**config.mk**
```make
export PLATFORM = sky130hd
export DESIGN_NAME = vmt_cfg_regs
export DESIGN_NICKNAME = d
export VERILOG_FILES = /design/src/rtl/core/vmt_pkg.sv /design/src/rtl/core/vmt_cfg_regs.sv
export SDC_FILE = /design/constraint.sdc
export NUM_CORES = 1
export LEC_CHECK = 0
export BUFFER_PORTS_ARGS = -buffer_cell sky130_fd_sc_hd__clkbuf_2
export CAP_MARGIN = 20
export CORE_MARGIN = 1.5
export CORE_UTILIZATION = 30
export DETAILED_ROUTE_END_ITERATION = 8
export HOLD_SLACK_MARGIN = 0.06
export SYNTH_ARGS = -nofsm -noshare
export SYNTH_HDL_FRONTEND = slang
export SYNTH_SLANG_ARGS = --single-unit
```
**constraint.sdc**
```tcl
create_clock -name clk -period 0.8 [get_ports clk]
set_input_delay 0.04 -clock clk [delete_from_list [all_inputs] [get_ports clk]]
set_output_delay 0.04 -clock clk [all_outputs]
set_load 0.01 [all_outputs]
```
**src/rtl/core/vmt_pkg.sv**
```systemverilog
// Shared types and constants for the vertex matrix transform
`default_nettype none

package vmt_pkg;

	localparam int FRAC_BITS = 16;
	localparam int DIM       = 4;
	localparam int NUM_REGS  = 8;
	localparam int COMP_W    = 32;
	localparam int REG_W     = 64;
	localparam int IDX_W     = 3;
	localparam int PROD_W    = 2 * COMP_W;
	localparam int PAIR_W    = PROD_W + 1;
	localparam int SUM_W     = PROD_W + 2;

	typedef logic [COMP_W-1:0]                    comp_t;
	typedef logic [DIM-1:0][COMP_W-1:0]           vec_t;
	typedef logic [DIM-1:0][DIM-1:0][COMP_W-1:0]  mat_t;
	typedef logic [DIM-1:0][DIM-1:0][PROD_W-1:0]  prod_mat_t;
	typedef logic [REG_W-1:0]                     cfg_word_t;
	typedef logic [IDX_W-1:0]                     cfg_idx_t;

	// identity, 1.0 fixed at bit 16
	localparam cfg_word_t CFG_RESET [NUM_REGS] = '{
		64'h0000_0000_0001_0000, 64'h0000_0000_0000_0000,
		64'h0001_0000_0000_0000, 64'h0000_0000_0000_0000,
		64'h0000_0000_0000_0000, 64'h0000_0000_0001_0000,
		64'h0000_0000_0000_0000, 64'h0001_0000_0000_0000
	};

	localparam comp_t OUT_MAX = 32'h7FFF_FFFF;
	localparam comp_t OUT_MIN = 32'h8000_0000;

endpackage

`default_nettype wire

```
**src/rtl/core/vmt_cfg_regs.sv**
```systemverilog
// Matrix configuration registers
`default_nettype none

module vmt_cfg_regs
	import vmt_pkg::*;
(
	input  wire logic      clk,
	input  wire logic      arst_n,
	input  wire logic      cfg_wen,
	input  wire cfg_idx_t  cfg_index,
	input  wire cfg_word_t cfg_data,
	output mat_t           mat
);

	cfg_word_t cfg_q [NUM_REGS];

	always_ff @(posedge clk or negedge arst_n) begin
		if (!arst_n) begin
			for (int r = 0; r < NUM_REGS; r++) begin
				cfg_q[r] <= CFG_RESET[r];
			end
		end else if (cfg_wen) begin
			cfg_q[cfg_index] <= cfg_data;
		end
	end

	always_comb begin
		for (int i = 0; i < DIM; i++) begin
			for (int j = 0; j < DIM; j++) begin
				mat[i][j] = cfg_q[2 * i + j / 2][COMP_W * (j % 2) +: COMP_W];
			end
		end
	end

endmodule

`default_nettype wire

```
Word level (Yosys, flattened, before mapping)
Index checks and enable logic that the tools add are counted.

word-level totals
  bits in registers = 512

operators by class
  bitwise logic cells = 1
  muxes and demuxes = 3
  $lt $le $gt $ge = 2
  reduce and logical (&&, ||, !) cells = 1

operators by type and width
  cell                                                                   number
  512-bit bitwise mux                                                    1
  64-bit demux with 3-bit select                                         1
  64-bit 2-to-1 mux                                                      1
  4-bit greater-or-equal comparator (second input constant)              1
  4-bit by 1-bit < comparator with 1-bit output (second input constant)  1
  3-bit inverter with 4-bit output                                       1
  1-bit logical AND                                                      1

Longest topological paths before layout
  depth after elaboration = 6
  mapped depth = 4
  depth with buffers taken out = 2

Worst setup path after synthesis
OpenSTA, ideal clock, no wires.

  kind = input-to-reg
  from = input cfg_index[0]
  to = register cfg_q, in the netlist mat[10]
  slack = -292 ps
  required time = 675 ps
  data arrival time = 967 ps
  stages on the path = 4
  buffers on the path = 2
  path through = nor4b_2 -> buf_4 -> buf_4 -> mux2_2

on the way
  word-level cells in the longest chain between the ends = 6
  elaborated cells on any way between the ends = 7

RTL lines
  what                                                                                                                             line                text
  start, declared                                                                                                                  vmt_cfg_regs.sv:10  input wire cfg_idx_t cfg_index,
  3-bit inverter with 4-bit output (implied by the code) (*)                                                                       vmt_cfg_regs.sv:23  cfg_q[cfg_index] <= cfg_data;
  4-bit greater-or-equal comparator (implied by the code) / 4-bit by 1-bit < comparator with 1-bit output (equally long branches)  vmt_cfg_regs.sv:23
  1-bit logical AND (implied by the code)                                                                                          vmt_cfg_regs.sv:23
  64-bit 2-to-1 mux (implied by the code)                                                                                          vmt_cfg_regs.sv:23
  64-bit demux with 3-bit select (*)                                                                                               vmt_cfg_regs.sv:23
  512-bit bitwise mux (*)                                                                                                          vmt_cfg_regs.sv:23
  end signal, assigned by index                                                                                                    vmt_cfg_regs.sv:20  cfg_q[r] <= CFG_RESET[r];
  end signal, assigned by index                                                                                                    vmt_cfg_regs.sv:23
  end, declared                                                                                                                    vmt_cfg_regs.sv:15  cfg_word_t cfg_q [NUM_REGS];

Every way passes the cells marked *; elsewhere a longest branch is shown, timed or not.
A chain may end at the register's enable or synchronous reset.

Worst setup path in the final report
  from = register cfg_q, in the netlist mat[16]
  to = output mat[16] (netlist name)

RTL lines
  what           line                text
  end, declared  vmt_cfg_regs.sv:12  output mat_t mat

No word-level cell between the ends.

==> summary.md <==
| Metric | Value |
|---|---|
| Average footprint of a synthesized cell | around 18 um^2 |
| Stage delay of the slowest cell on the critical path | approximately 0.55 ns |
| Ranking of synthesized cells by area | sky130_fd_sc_hd__dfrtp_1 66%, sky130_fd_sc_hd__mux2_2 30%, sky130_fd_sc_hd__clkbuf_8 1.3%, sky130_fd_sc_hd__buf_4 0.98%, sky130_fd_sc_hd__dfstp_2 0.55% |
| GRT Overall Usage | 0.172 |
| CP delay by family, top | flip-flops |
| Total detailed-routing wirelength | 57,900 um |
| Post-placement worst setup slack | -0.668 ns |
| Critical path arrival | 1.23 ns |
| Xor-xnor portion of the synthesized cell area | 0 |
| Net count, final | 1,965 |
| Standard cell core area | 0.0632 mm^2 |
| Clock transition time at the flip-flop clock pins of the worst setup and hold paths | roughly 0.060 ns |
| Avg Vias per Cell | 4.53 |
| Number of global-route vias before repair | roughly 14,000 |
| Top cell type's share of synthesized area | 0.662 |
| Fraction of layout cells with a size suffix above 1 | 0.700 |
| Complex-gate fraction of the synthesized area | 0 |
| Dpl hpwl | 39,800 um |
| Routed WL per cell | about 21 um |
| Worst-path cell with the longest stage delay | sky130_fd_sc_hd__dfstp_2 |
| CTS tree | built |
| Max-capacitance violation count | 0 |
| Total clock sinks | 512 |
| Starting density of the core | 0.304 |
| Path class of the lowest-slack min-delay path | input pin to asynchronous set/reset pin |
| Number of levels the H-tree was split into | 2 |
| Syn Nets | 1,157 |
| Max Fanout on Critical Path | 2 |
| Highest clock frequency the design can meet | approximately 0.79 GHz |
| Ratio of total power to cell area | between 3000 and 4000 mW/mm^2 |
| Drt initial violations | 528 |
| Number of input and output port buffers inserted | 581 |
| Global-route wire length before repair | 86,900 um |
| Number of antenna violations at the first check in global routing | 1 |
| Post-Synthesis Cells | 1,087 |
| Fraction of the yosys area taken by sequential cells | 0.668 |
| Failing checks | setup timing |
| Cell taking the most area after synthesis | sky130_fd_sc_hd__dfrtp_1 |
| Max FFs per register | 512 |
| Remaining Overflow, GRT | 0 |
| Flop and latch count out of synthesis | between 500 and 600 |
| Setup repair after global routing missed its margin | true |
| Tightest Pin Transition | 0.416 ns |
| Final Instance Area | 0.0283 mm^2 |
| End of the worst register-to-register path | mat[94]$_DFFE_PN0P_ |
| Fin Clk Skew | 0 ns |
| Worst slew margin relative to its limit | 0.722 |
| Area growth from synthesis to layout | 47.2% |
| Reg-to-reg startpoint | mat[94]$_DFFE_PN0P_ |
| Peak supply drop | 1770 uV |
| Routability Congestion | 0.776 |
| Total number of vias | 12,603 |
| Path depth of the worst reg2reg path | 3 |
| Yosys warning total | 0 |
| CTS Buf Count | 55 |
| IO Count | 582 |
| Distinct cells, synth | 11 |
| Full die area | 0.0655 mm^2 |
| Hold violation count in the final report | 0 |
| Buffers & Inverters on Critical Path | 1 |
| Worst path setup slack after routing | -0.474 ns |
| ANT nets after route | 0 |
| Antenna cell count | 0 |
| Post-synthesis simple-gate area fraction | 0.00476 |
| Final Cycle Share | 1.59 |
| Result of the run | finished, violations left |
| Category of the most critical setup path | flop to output pin |
| Static leakage | 13.3 nW |
| Row count | 92 |
| Longest Clk Path Bufs | 3 |
| Number of optimization iterations in the first detailed-route pass | 4 |
| Main combinational cell family by area after synthesis | multiplexers |
| Hold buffer count at cts | 66 |
| Capturing element type of the critical path | output pin |
| Area after detailed placement | ~0.024 mm^2 |
| Crit path time final | 1.27 ns |
| Adder-cell area share of the yosys netlist | 0 |
| Root buf cell | sky130_fd_sc_hd__clkbuf_16 |
| Startpoint class of the critical path | flop |
| X dimension of the die | 256 um |
| Chain of cells forming the critical path | buf_8 |
| Data required time at the worst endpoint | 0.76 ns |
| Power after layout | 85.5 mW |
| Pin count of the biggest net entering global routing | 73 |
| Residual DRC | 0 |
| Worst skew pair latency | ~0.59 ns |
| Setup Viol. Count Final | 722 |
| Worst setup slack for register-to-register paths | -0.21 ns |
| Die Height | 256 um |
| Post-Syn Area | 0.0192 mm^2 |
| Final count of pins violating max slew | 0 |
| Mux share of post-synthesis cell area | 0.300 |
[report_power, final]
part | total (mW) | internal [mW] | leakage, nW | switching [mW]
clock network | 28.4 | 17.8 | 1.01 | 10.6
registers | 35.2 | 31.7 | 6.14 | 3.53
logic | 21.9 | 12.5 | 6.17 | 9.47
total | 85.5 | 61.9 | 13.3 | 23.6
[cell usage after synthesis]
library cell               instances
sky130_fd_sc_hd__nand4_2           1
sky130_fd_sc_hd__nor4b_2           1
sky130_fd_sc_hd__nand4b_1          3
sky130_fd_sc_hd__and4bb_2          3
sky130_fd_sc_hd__mux2_2          512
sky130_fd_sc_hd__buf_2             9
sky130_fd_sc_hd__dfrtp_1         508
sky130_fd_sc_hd__buf_6             3
sky130_fd_sc_hd__dfstp_2           4
sky130_fd_sc_hd__clkbuf_8         18
sky130_fd_sc_hd__buf_4            25
[metrics by stage]
| stage | instances | setup TNS, ns | hold WS, ns | utilization |
|---|---|---|---|---|
| 2_1_floorplan | 1087 | -79.22 | -0.256 | - |
| 3_3_place_gp | 2538 | -270.66 | -0.132 | 0.374 |
| 3_5_place_dp | 2538 | -285.29 | -0.132 | 0.374 |
| 4_1_cts | 2756 | -207.65 | 0.0197 | 0.425 |
| 5_1_grt | 2785 | -221.82 | 0.0365 | 0.447 |
| 6_report | 2785 | -189.06 | 0.0530 | 0.447 |
[final cells by class]
type,instances,area (um^2)
fill,5662,34900
sequential,512,12800
timing repair buffer,806,6440
multi-input combinational,520,5890
clock buffer,72,1580
tap,846,1060
clock inverter,29,462
[worst min-delay path: stages]
cell                            delay (ns)
sky130_fd_sc_hd__dlygate4sd3_1        0.58
sky130_fd_sc_hd__buf_8                0.17
sky130_fd_sc_hd__buf_12               0.20
[logic make-up (layout without fill, tap and decap cells)]
family / after synthesis / count (layout)
buffers and inverters: 55 / 907
DFF: 512 / 512
muxes: 512 / 512
and+or+nand+nor: 8 / 8
[per-layer routing]
metal  vias up  global-route usage  wire length, um
met3       116              0.0359             2910
met5         -                   0                0
li1       5495                   -                -
met4         0              0.0630             1910
met1      6616               0.208            23100
met2       376               0.302            29900
[worst max-delay path by stage]
stage / from / end / slack (ns) / cells past startpoint
3_5_place_dp: cfg_index[0] / mat[23]$_DFFE_PN0P_ / -0.67 / 4
3_3_place_gp: cfg_index[2] / mat[27]$_DFFE_PN0P_ / -0.63 / 4
5_1_grt: mat[336]$_DFFE_PN1P_ / mat[336] / -0.54 / 1
6_report: mat[16]$_DFFE_PN1P_ / mat[16] / -0.47 / 1
4_1_cts: mat[336]$_DFFE_PN1P_ / mat[336] / -0.54 / 1
2_1_floorplan: cfg_index[0] / mat[10]$_DFFE_PN0P_ / -0.26 / 4
[layout by cell type, fill, tap and decap left out, drive strengths merged]
master | Yosys | final
clkbuf | 18 | 448
dlygate4sd3 | 0 | 66
clkinvlp | 0 | 2
inv | 0 | 2
dfrtp | 508 | 508
buf | 37 | 364
bufinv | 0 | 12
nor4b | 1 | 1
clkinv | 0 | 13
dfstp | 4 | 4
nand4b | 3 | 3
and4bb | 3 | 3
nand4 | 1 | 1
mux2 | 512 | 512
[repair_timing]
| item | 4_1_cts | 5_1_grt |
|---|---|---|
| resized for setup | 23 | 488 |
| setup endpoints to repair | 547 | 740 |
| buffers inserted | 56 | 29 |
| pin swaps | 1 | 0 |
| endpoints found under the hold margin | 1024 | 15 |
Power figures use the tool's default switching activity.
