<file path="config.mk">
export PLATFORM = sky130hd
export DESIGN_NAME = vmt_accum_flat
export DESIGN_NICKNAME = d
export VERILOG_FILES = /design/src/rtl/core/vmt_pkg.sv /design/src/rtl/core/vmt_if.sv /design/src/rtl/core/vmt_accum.sv /design/src/flat_wrapper.sv
export SDC_FILE = /design/constraint.sdc
export NUM_CORES = 2
export LEC_CHECK = 0
export BUFFER_PORTS_ARGS = -buffer_cell sky130_fd_sc_hd__buf_4
export CELL_PAD_IN_SITES_DETAIL_PLACEMENT = 0
export CELL_PAD_IN_SITES_GLOBAL_PLACEMENT = 1
export CORE_AREA = 2 2 455 457
export DETAILED_ROUTE_END_ITERATION = 10
export DIE_AREA = 0 0 457 459
export PLACE_DENSITY = 0.67
export SLEW_MARGIN = 20
export SYNTH_ARGS = -nofsm -noshare
export SYNTH_HDL_FRONTEND = slang
export SYNTH_SLANG_ARGS = --single-unit
</file>
<file path="constraint.sdc">
create_clock -name clk -period 15 [get_ports clk]
set_input_delay 0 -clock clk [delete_from_list [all_inputs] [get_ports clk]]
set_output_delay 0 -clock clk [all_outputs]
set_load 0.05 [all_outputs]
</file>
<file path="src/rtl/core/vmt_pkg.sv">
// Shared types and constants for the vertex matrix transform
`default_nettype none

package vmt_pkg;

	localparam int FRAC_BITS = 16;
	localparam int DIM       = 4;
	localparam int NUM_REGS  = 8;
	localparam int COMP_W    = 32;
	localparam int REG_W     = 64;
	localparam int IDX_W     = 3;
	localparam int PROD_W    = 2 * COMP_W;
	localparam int PAIR_W    = PROD_W + 1;
	localparam int SUM_W     = PROD_W + 2;

	typedef logic [COMP_W-1:0]                    comp_t;
	typedef logic [DIM-1:0][COMP_W-1:0]           vec_t;
	typedef logic [DIM-1:0][DIM-1:0][COMP_W-1:0]  mat_t;
	typedef logic [DIM-1:0][DIM-1:0][PROD_W-1:0]  prod_mat_t;
	typedef logic [REG_W-1:0]                     cfg_word_t;
	typedef logic [IDX_W-1:0]                     cfg_idx_t;

	// identity, 1.0 fixed at bit 16
	localparam cfg_word_t CFG_RESET [NUM_REGS] = '{
		64'h0000_0000_0001_0000, 64'h0000_0000_0000_0000,
		64'h0001_0000_0000_0000, 64'h0000_0000_0000_0000,
		64'h0000_0000_0000_0000, 64'h0000_0000_0001_0000,
		64'h0000_0000_0000_0000, 64'h0001_0000_0000_0000
	};

	localparam comp_t OUT_MAX = 32'h7FFF_FFFF;
	localparam comp_t OUT_MIN = 32'h8000_0000;

endpackage

`default_nettype wire

</file>
<file path="src/rtl/core/vmt_if.sv">
// Word channels for vertices in and transformed vertices out
`default_nettype none


interface vmt_out_if;
	import vmt_pkg::*;
	logic         valid;
	logic         ready;
	logic signed [COMP_W-1:0] out_x;
	logic signed [COMP_W-1:0] out_y;
	logic signed [COMP_W-1:0] out_z;
	logic signed [COMP_W-1:0] out_w;
	logic         overflow;
	modport source (output valid, out_x, out_y, out_z, out_w, overflow, input ready);
	modport sink   (input valid, out_x, out_y, out_z, out_w, overflow, output ready);
endinterface

`default_nettype wire

</file>
<file path="src/rtl/core/vmt_accum.sv">
// Column sums, fraction shift and saturation
`default_nettype none

module vmt_accum
	import vmt_pkg::*;
(
	input  wire logic      clk,
	input  wire logic      arst_n,
	input  wire logic      valid_s2,
	output logic           ready_s2,
	input  wire prod_mat_t prod_s2,
	vmt_out_if.source      result
);

	logic valid_s3, valid_s4, valid_s5;
	logic adv_s3, adv_s4, adv_s5;
	logic signed [PAIR_W-1:0] pair_a_s3 [DIM];
	logic signed [PAIR_W-1:0] pair_b_s3 [DIM];
	logic signed [SUM_W-1:0]  sum_s4    [DIM];
	logic signed [SUM_W-1:0]  full      [DIM];
	comp_t                    sat       [DIM];
	logic [DIM-1:0]           ovf;
	vec_t                     res_s5;
	logic                     ovf_s5;

	assign adv_s5   = !valid_s5 || result.ready;
	assign adv_s4   = !valid_s4 || adv_s5;
	assign adv_s3   = !valid_s3 || adv_s4;
	assign ready_s2 = adv_s3;

	always_ff @(posedge clk or negedge arst_n) begin
		if (!arst_n) begin
			valid_s3 <= 1'b0;
			valid_s4 <= 1'b0;
			valid_s5 <= 1'b0;
		end else begin
			if (adv_s3) valid_s3 <= valid_s2;
			if (adv_s4) valid_s4 <= valid_s3;
			if (adv_s5) valid_s5 <= valid_s4;
		end
	end

	always_comb begin
		for (int j = 0; j < DIM; j++) begin
			full[j] = SUM_W'(pair_a_s3[j]) + SUM_W'(pair_b_s3[j]);
		end
	end

	// value fits in 32 bits when bits above 30 all match the sign
	always_comb begin
		for (int j = 0; j < DIM; j++) begin
			if (!sum_s4[j][SUM_W-1] && |sum_s4[j][SUM_W-2:COMP_W-1]) begin
				sat[j] = OUT_MAX;
				ovf[j] = 1'b1;
			end else if (sum_s4[j][SUM_W-1] && !(&sum_s4[j][SUM_W-2:COMP_W-1])) begin
				sat[j] = OUT_MIN;
				ovf[j] = 1'b1;
			end else begin
				sat[j] = sum_s4[j][COMP_W-1:0];
				ovf[j] = 1'b0;
			end
		end
	end

	always_ff @(posedge clk) begin
		if (adv_s3 && valid_s2) begin
			for (int j = 0; j < DIM; j++) begin
				pair_a_s3[j] <= PAIR_W'($signed(prod_s2[0][j])) + PAIR_W'($signed(prod_s2[1][j]));
				pair_b_s3[j] <= PAIR_W'($signed(prod_s2[2][j])) + PAIR_W'($signed(prod_s2[3][j]));
			end
		end
		if (adv_s4 && valid_s3) begin
			for (int j = 0; j < DIM; j++) begin
				sum_s4[j] <= full[j] >>> FRAC_BITS;
			end
		end
		if (adv_s5 && valid_s4) begin
			for (int j = 0; j < DIM; j++) begin
				res_s5[j] <= sat[j];
			end
			ovf_s5 <= |ovf;
		end
	end

	assign result.valid    = valid_s5;
	assign result.out_x    = res_s5[0];
	assign result.out_y    = res_s5[1];
	assign result.out_z    = res_s5[2];
	assign result.out_w    = res_s5[3];
	assign result.overflow = ovf_s5;

endmodule

`default_nettype wire

</file>
<file path="src/flat_wrapper.sv">
// flat-port wrapper written by rule: the top's interface ports become plain ports
module vmt_accum_flat import vmt_pkg::*;
  (clk, arst_n, valid_s2, ready_s2, prod_s2, result_valid, result_out_x, result_out_y, result_out_z, result_out_w, result_overflow, result_ready);
  vmt_out_if result_i ();
  input  wire logic clk;
  input  wire logic arst_n;
  input  wire logic valid_s2;
  output logic ready_s2;
  input  wire prod_mat_t prod_s2;
  output wire logic [$bits(result_i.valid)-1:0] result_valid;
  output wire logic [$bits(result_i.out_x)-1:0] result_out_x;
  output wire logic [$bits(result_i.out_y)-1:0] result_out_y;
  output wire logic [$bits(result_i.out_z)-1:0] result_out_z;
  output wire logic [$bits(result_i.out_w)-1:0] result_out_w;
  output wire logic [$bits(result_i.overflow)-1:0] result_overflow;
  input wire logic [$bits(result_i.ready)-1:0] result_ready;
  assign result_valid = result_i.valid;
  assign result_out_x = result_i.out_x;
  assign result_out_y = result_i.out_y;
  assign result_out_z = result_i.out_z;
  assign result_out_w = result_i.out_w;
  assign result_overflow = result_i.overflow;
  assign result_i.ready = result_ready;
  vmt_accum u_core (.clk(clk), .arst_n(arst_n), .valid_s2(valid_s2), .ready_s2(ready_s2), .prod_s2(prod_s2), .result(result_i));
endmodule
</file>
* Yosys cells after proc, flatten, opt, wreduce, memory -nomap -nowiden
Memory sizes are Yosys's and may differ from the RTL's. Index checks and enable logic that the tools add are counted.
Storage, ports and cells: output and inout bits 131, memory bits (writable) 784, bits of input ports 1028, register bits after elaboration 132, memories kept 3, logic and storage cells 73
Memories:
- u_core.sum_s4 | depth 4, width 66, read ports 4, clocked after Yosys merged registers in 0, write ports 4, line vmt_accum.sv:19 | logic signed [SUM_W-1:0] sum_s4 [DIM];
- u_core.pair_a_s3 | depth 4, width 65, read ports 4, clocked after Yosys merged registers in 0, write ports 4, line vmt_accum.sv:17 | logic signed [PAIR_W-1:0] pair_a_s3 [DIM];
- u_core.pair_b_s3 | depth 4, width 65, read ports 4, clocked after Yosys merged registers in 0, write ports 4, line vmt_accum.sv:18 | logic signed [PAIR_W-1:0] pair_b_s3 [DIM];
Cells by class: $add $sub $neg 12, mux-type cells 16, reduce and logical (&&, ||, !) cells 34
Operator list (number):
- 64-bit by 64-bit adder with 65-bit output | 8
- 65-bit by 65-bit adder with 66-bit output | 4
- 34-bit AND reduction | 4
- 34-bit OR reduction | 4
- 32-bit 2-to-1 mux | 4
- 1-bit 2-to-1 mux | 12
- 1-bit logical AND | 11
- 1-bit logical NOT | 11
- 4-bit OR reduction | 1
- 1-bit logical OR | 3

* Logic depth before layout (Yosys ltp)
depth after elaboration 7, gate-level depth with buffers 13, depth with buffers taken out 13

* Least setup slack after synthesis
No wires, ideal clock.
path type register to register, start point reg u_core.valid_s5 (netlist: u_core.result.valid), end point mem u_core.pair_a_s3[0][0] (netlist name) (enable), buffers on the path 0, path slack 1.084 ns, stages on the path, launching flop included 4, data arrival time 12.966 ns, clock period less this slack 13.916 ns, cell sequence dfrtp_1 nor2b_1 nand3_1 and2_1
RTL lines:
- from (decl) | line vmt_accum.sv:15 | logic valid_s3, valid_s4, valid_s5;
- from (signal assigned) | line vmt_accum.sv:39 | if (adv_s5) valid_s5 <= valid_s4;
- to (decl) | line vmt_accum.sv:17

==> implementation parameters <==
Parameter                              Value

Global routing
  Aggregate global-route resource usage    0.266
  Initial antenna violation count    49
  Via count of the first global-routing pass    65000
  GR Overflow Total    0
  Global-route wire length before repair    419000 µm
  Pin count of the biggest net entering global routing    153

Yosys
  Yosys cell types    82
  Most used flip-flop cell after synthesis    sky130_fd_sc_hd__edfxtp_1
  Syn nets    8809
  Biggest area contributors in the synthesized netlist    sky130_fd_sc_hd__edfxtp_1 38%, sky130_fd_sc_hd__ha_1 14%, sky130_fd_sc_hd__a21oi_1 6.4%
  Compound-Gate Fraction of Synth Area    0.223
  Syn. warnings    0
  Register bit count reported by yosys    852
  Avg Inst Size Synth    9.54 µm²
  Top-area cell type share of the netlist area    0.382
  Cell Area, Synth    0.0668 mm²
  Largest family of logic cells by synthesized area    compound AO/OA/AOI/OAI gates
  Sequential share of the synthesized area    0.383
  Cell type contributing the most total cell area after synthesis    sky130_fd_sc_hd__edfxtp_1
  Share of cell area taken by muxes after synthesis    0.000618
  Adder and majority cell fraction of the synthesized area    0.146
  Synth async-reset ratio    0.00352
  Number of instances in the synthesized netlist    7005
  Number of synthesized flops with an enable pin    849
  Fraction of the mapped netlist area in simple logic gates    0.136
  Parity-gate share of the synthesized area counting xor and xnor cells    0.0868

Critical path
  Number of cells on the worst reg-to-reg path    6
  Worst Path Class, Setup    in2reg
  Startpoint types    input pin
  Startpoint of the lowest-slack register-to-register path    u_core.result.valid$_DFFE_PN0P_
  Critical path endpoint category    flop
  First element of the critical path    prod_s2[260]
  Worst path cell trace    dlygate4sd3_1 -> buf_4 -> ha_1 -> dlygate4sd3_1 -> o21ai_0 -> o21ai_0 -> a31oi_1 -> o21ai_1 -> a31oi_1 -> o21ai_2 -> a41oi_1 -> o31a_1 -> o41ai_1 -> a21oi_1 -> xnor2_1 -> dlygate4sd3_1
  Worst path slowest cell    sky130_fd_sc_hd__dlygate4sd3_1
  Delay of the slowest cell on the worst path    0.59 ns
  Critical path depth    16
  Data required time at the worst endpoint    15.47 ns
  Worst path top cell family by delay    compound AO/OA/AOI/OAI gates
  Setup slack on the worst flop-to-flop path    10.79 ns
  Worst r2r dst    u_core.pair_b_s3[2][28]$_DFFE_PP_
  CP endpoint    u_core.pair_a_s3[0][62]$_DFFE_PP_
  Critical path peak fanout    6
  Most numerous cell on the critical path    sky130_fd_sc_hd__dlygate4sd3_1
  Worst Path Arrival    5.45 ns
  WP buf/inv    4

Worst hold path
  Instance count along the most critical hold path    4
  Path category of the worst min-delay check    in2reg

Pwr
  PD cells    111 mW/mm²
  Largest vdd supply drop    0.0863 mV
  Static leakage power    39.1 nW

Drt
  Final WL    289000 µm
  First-pass iteration count of the detailed router    6
  Routed len/inst    24.1 µm
  Violation count after the first detailed-route iteration    4421
  Detailed-route vias per instance    5.38
  Residual DRC count    0
  Count of antenna-violating nets left after detailed routing    0
  Vias after detailed routing    64600

Clocking
  H-Tree Depth    3
  Post-CTS Setup Bufs    0
  Hold buffer count at CTS    1132
  Worst-skew pair later-pin latency    0.73 ns
  Root buffer selected by CTS    sky130_fd_sc_hd__clkbuf_16
  Reg clk slew, reported paths    0.06 ns
  Sink Count    852
  Number of buffers added by the clock tree synthesis step    98
  Count of instances resized after the clock tree is built    0
  Clock tree from TritonCTS    built
  Largest buffer count on any clock path    3

Timing
  Final Skew    0.0695 ns
  Fin crit share    0.332
  Max-slew headroom    0.311
  Setup repair after global routing missed its margin    false
  Highest attainable clock frequency    0.201 GHz
  Final worst path period need    4.98 ns
  Setup TNS    0 ns
  Pin slew with the least headroom to its limit    1.02 ns
  Final setup fails    0
  Final number of hold-violating endpoints    0
  Max-slew violation total from the final report    0

Floorplan
  Area of the core    0.206 mm²
  Height of the die    459 µm
  Number of placed I/O pins    1159
  Initial core utilization    0.325
  Horizontal die dimension    457 µm
  Die Area    0.210 mm²
  Std-Cell Rows    167

Layout
  Share of final-layout standard cells stronger than drive strength 1    0.151
  Area growth from synthesis to layout    39.1%
  Final core utilization    0.452
  Final #Nets    11000
  Fill cell count    19900
  Non-filler cells, final    12000

Placement
  Number of cells in the design after placement    10700
  Routability congestion estimate    0.993
  Dpl hpwl    238000 µm
  Number of input and output port buffers inserted    1158

Status
  Result of the run    complete, no violations

Flow run
  Max-cap violations    0
-- per-stage QoR --
step	worst slack, ns	area (µm²)	power (mW)	hold slack (ns)
after floorplan	1.08	66800	6.05	-0.296
after global placement	10.46	78200	7.37	-0.207
after detailed placement	10.45	78200	7.37	-0.208
after CTS	10.10	92800	10.3	0.00105
after global routing	9.75	92900	10.9	0.0241
final	10.02	92900	10.3	0.0477
-- registers in the layout, indices dropped and copies added, names as in the netlist --
name                    cells
u_core.result.out_y        32
u_core.result.out_z        32
u_core.sum_s4             200
u_core.pair_b_s3          260
u_core.result.valid         1
u_core.valid_s3             1
u_core.result.overflow      1
u_core.result.out_w        32
u_core.valid_s4             1
u_core.result.out_x        32
u_core.pair_a_s3          260
-- report_power, final --
group	total, mW	internal [mW]	switching [mW]
clock	2.47	1.44	1.03
combinational	4.32	1.84	2.49
sequential	3.52	3.31	0.213
total	10.3	6.58	3.73
-- final cells by class --
| type | instances | area, µm² | share of cell area |
|---|---|---|---|
| multi-input cells | 5718 | 39600 | 0.426 |
| inverters | 202 | 758 | 0.00816 |
| repair buffers | 2314 | 20200 | 0.218 |
| well taps | 2704 | 3380 | 0.0364 |
| diodes | 29 | 72.6 | 0.000781 |
| clock inverters | 66 | 764 | 0.00823 |
| flip-flops and latches | 852 | 25600 | 0.275 |
| clock buffers | 113 | 2530 | 0.0272 |
-- worst min-delay path by stage --
stage	startpoint	end	slack [ns]
final	prod_s2[703]	u_core.pair_b_s3[2][64]$_DFFE_PP_	0.05
after global routing	prod_s2[964]	u_core.pair_b_s3[3][4]$_DFFE_PP_	0.02
after CTS	prod_s2[731]	u_core.pair_b_s3[3][27]$_DFFE_PP_	0.001
after detailed placement	arst_n	u_core.result.valid$_DFFE_PN0P_	-0.21
after global placement	arst_n	u_core.result.valid$_DFFE_PN0P_	-0.21
after floorplan	arst_n	u_core.result.valid$_DFFE_PN0P_	-0.30
-- cells in the mapped netlist (all sizes together), types with 14 or more instances --
cell type and n:
inv 202, nor2 603, a211oi 64, a31oi 93, o31ai 30, ha 768
o31a 22, a221oi 28, o21a 82, nand2 469, a311oi 14, xnor2 428
o21ai 436, a21o 401, nand2b 56, o21bai 133, nand4 222, a21boi 20
nor2b 84, or3 21, a21oi 848, clkbuf 222, xor2 234, and2 45
edfxtp 849, nor4 38, and4 24, nor3 100, a41oi 15, a2111oi 16
and3 64, o211ai 34, o41ai 16, a31o 18, nand3 117
-- logic make-up after synthesis --
group / Yosys count
compound gates: 2379
simple gates: 1897
flops: 852
fa+ha+maj: 776
xor+xnor: 662
buf+inv: 435
mux: 4
-- cells in the final DEF, fill, tap and decap left out, types with 56 or more instances in the layout --
cell                            instances
sky130_fd_sc_hd__o21a_1                82
sky130_fd_sc_hd__dlygate4sd3_1       1132
sky130_fd_sc_hd__a21o_1               401
sky130_fd_sc_hd__ha_1                 768
sky130_fd_sc_hd__nand2b_1              56
sky130_fd_sc_hd__xor2_1               234
sky130_fd_sc_hd__nand3_1              117
sky130_fd_sc_hd__and3_1                64
sky130_fd_sc_hd__nor2_1               602
sky130_fd_sc_hd__a31oi_1               92
sky130_fd_sc_hd__o21ai_0              419
sky130_fd_sc_hd__o21bai_1             133
sky130_fd_sc_hd__nand2_1              469
sky130_fd_sc_hd__nand4_1              221
sky130_fd_sc_hd__a211oi_1              64
sky130_fd_sc_hd__nor2b_1               81
sky130_fd_sc_hd__edfxtp_1             849
sky130_fd_sc_hd__buf_4               1181
sky130_fd_sc_hd__a21oi_1              848
sky130_fd_sc_hd__inv_1                202
sky130_fd_sc_hd__xnor2_1              428
sky130_fd_sc_hd__clkbuf_16             99
sky130_fd_sc_hd__nor3_1               100
-- worst reg2reg max path, delay by kind of cell, from the launching register on --
family	cells	cell delay (ns)
buf+inv	3	2.44
flops	1	0.40
simple gates	3	0.93
-- metal layers --
metal | up-vias | wire (µm) | GRT usage
met5 | - | 156 | 0
met1 | 30900 | 122000 | 0.333
met2 | 2298 | 137000 | 0.447
met3 | 442 | 15300 | 0.0342
li1 | 30900 | - | -
met4 | 22 | 15600 | 0.137
No activity file was read; power rests on OpenSTA's default activity.
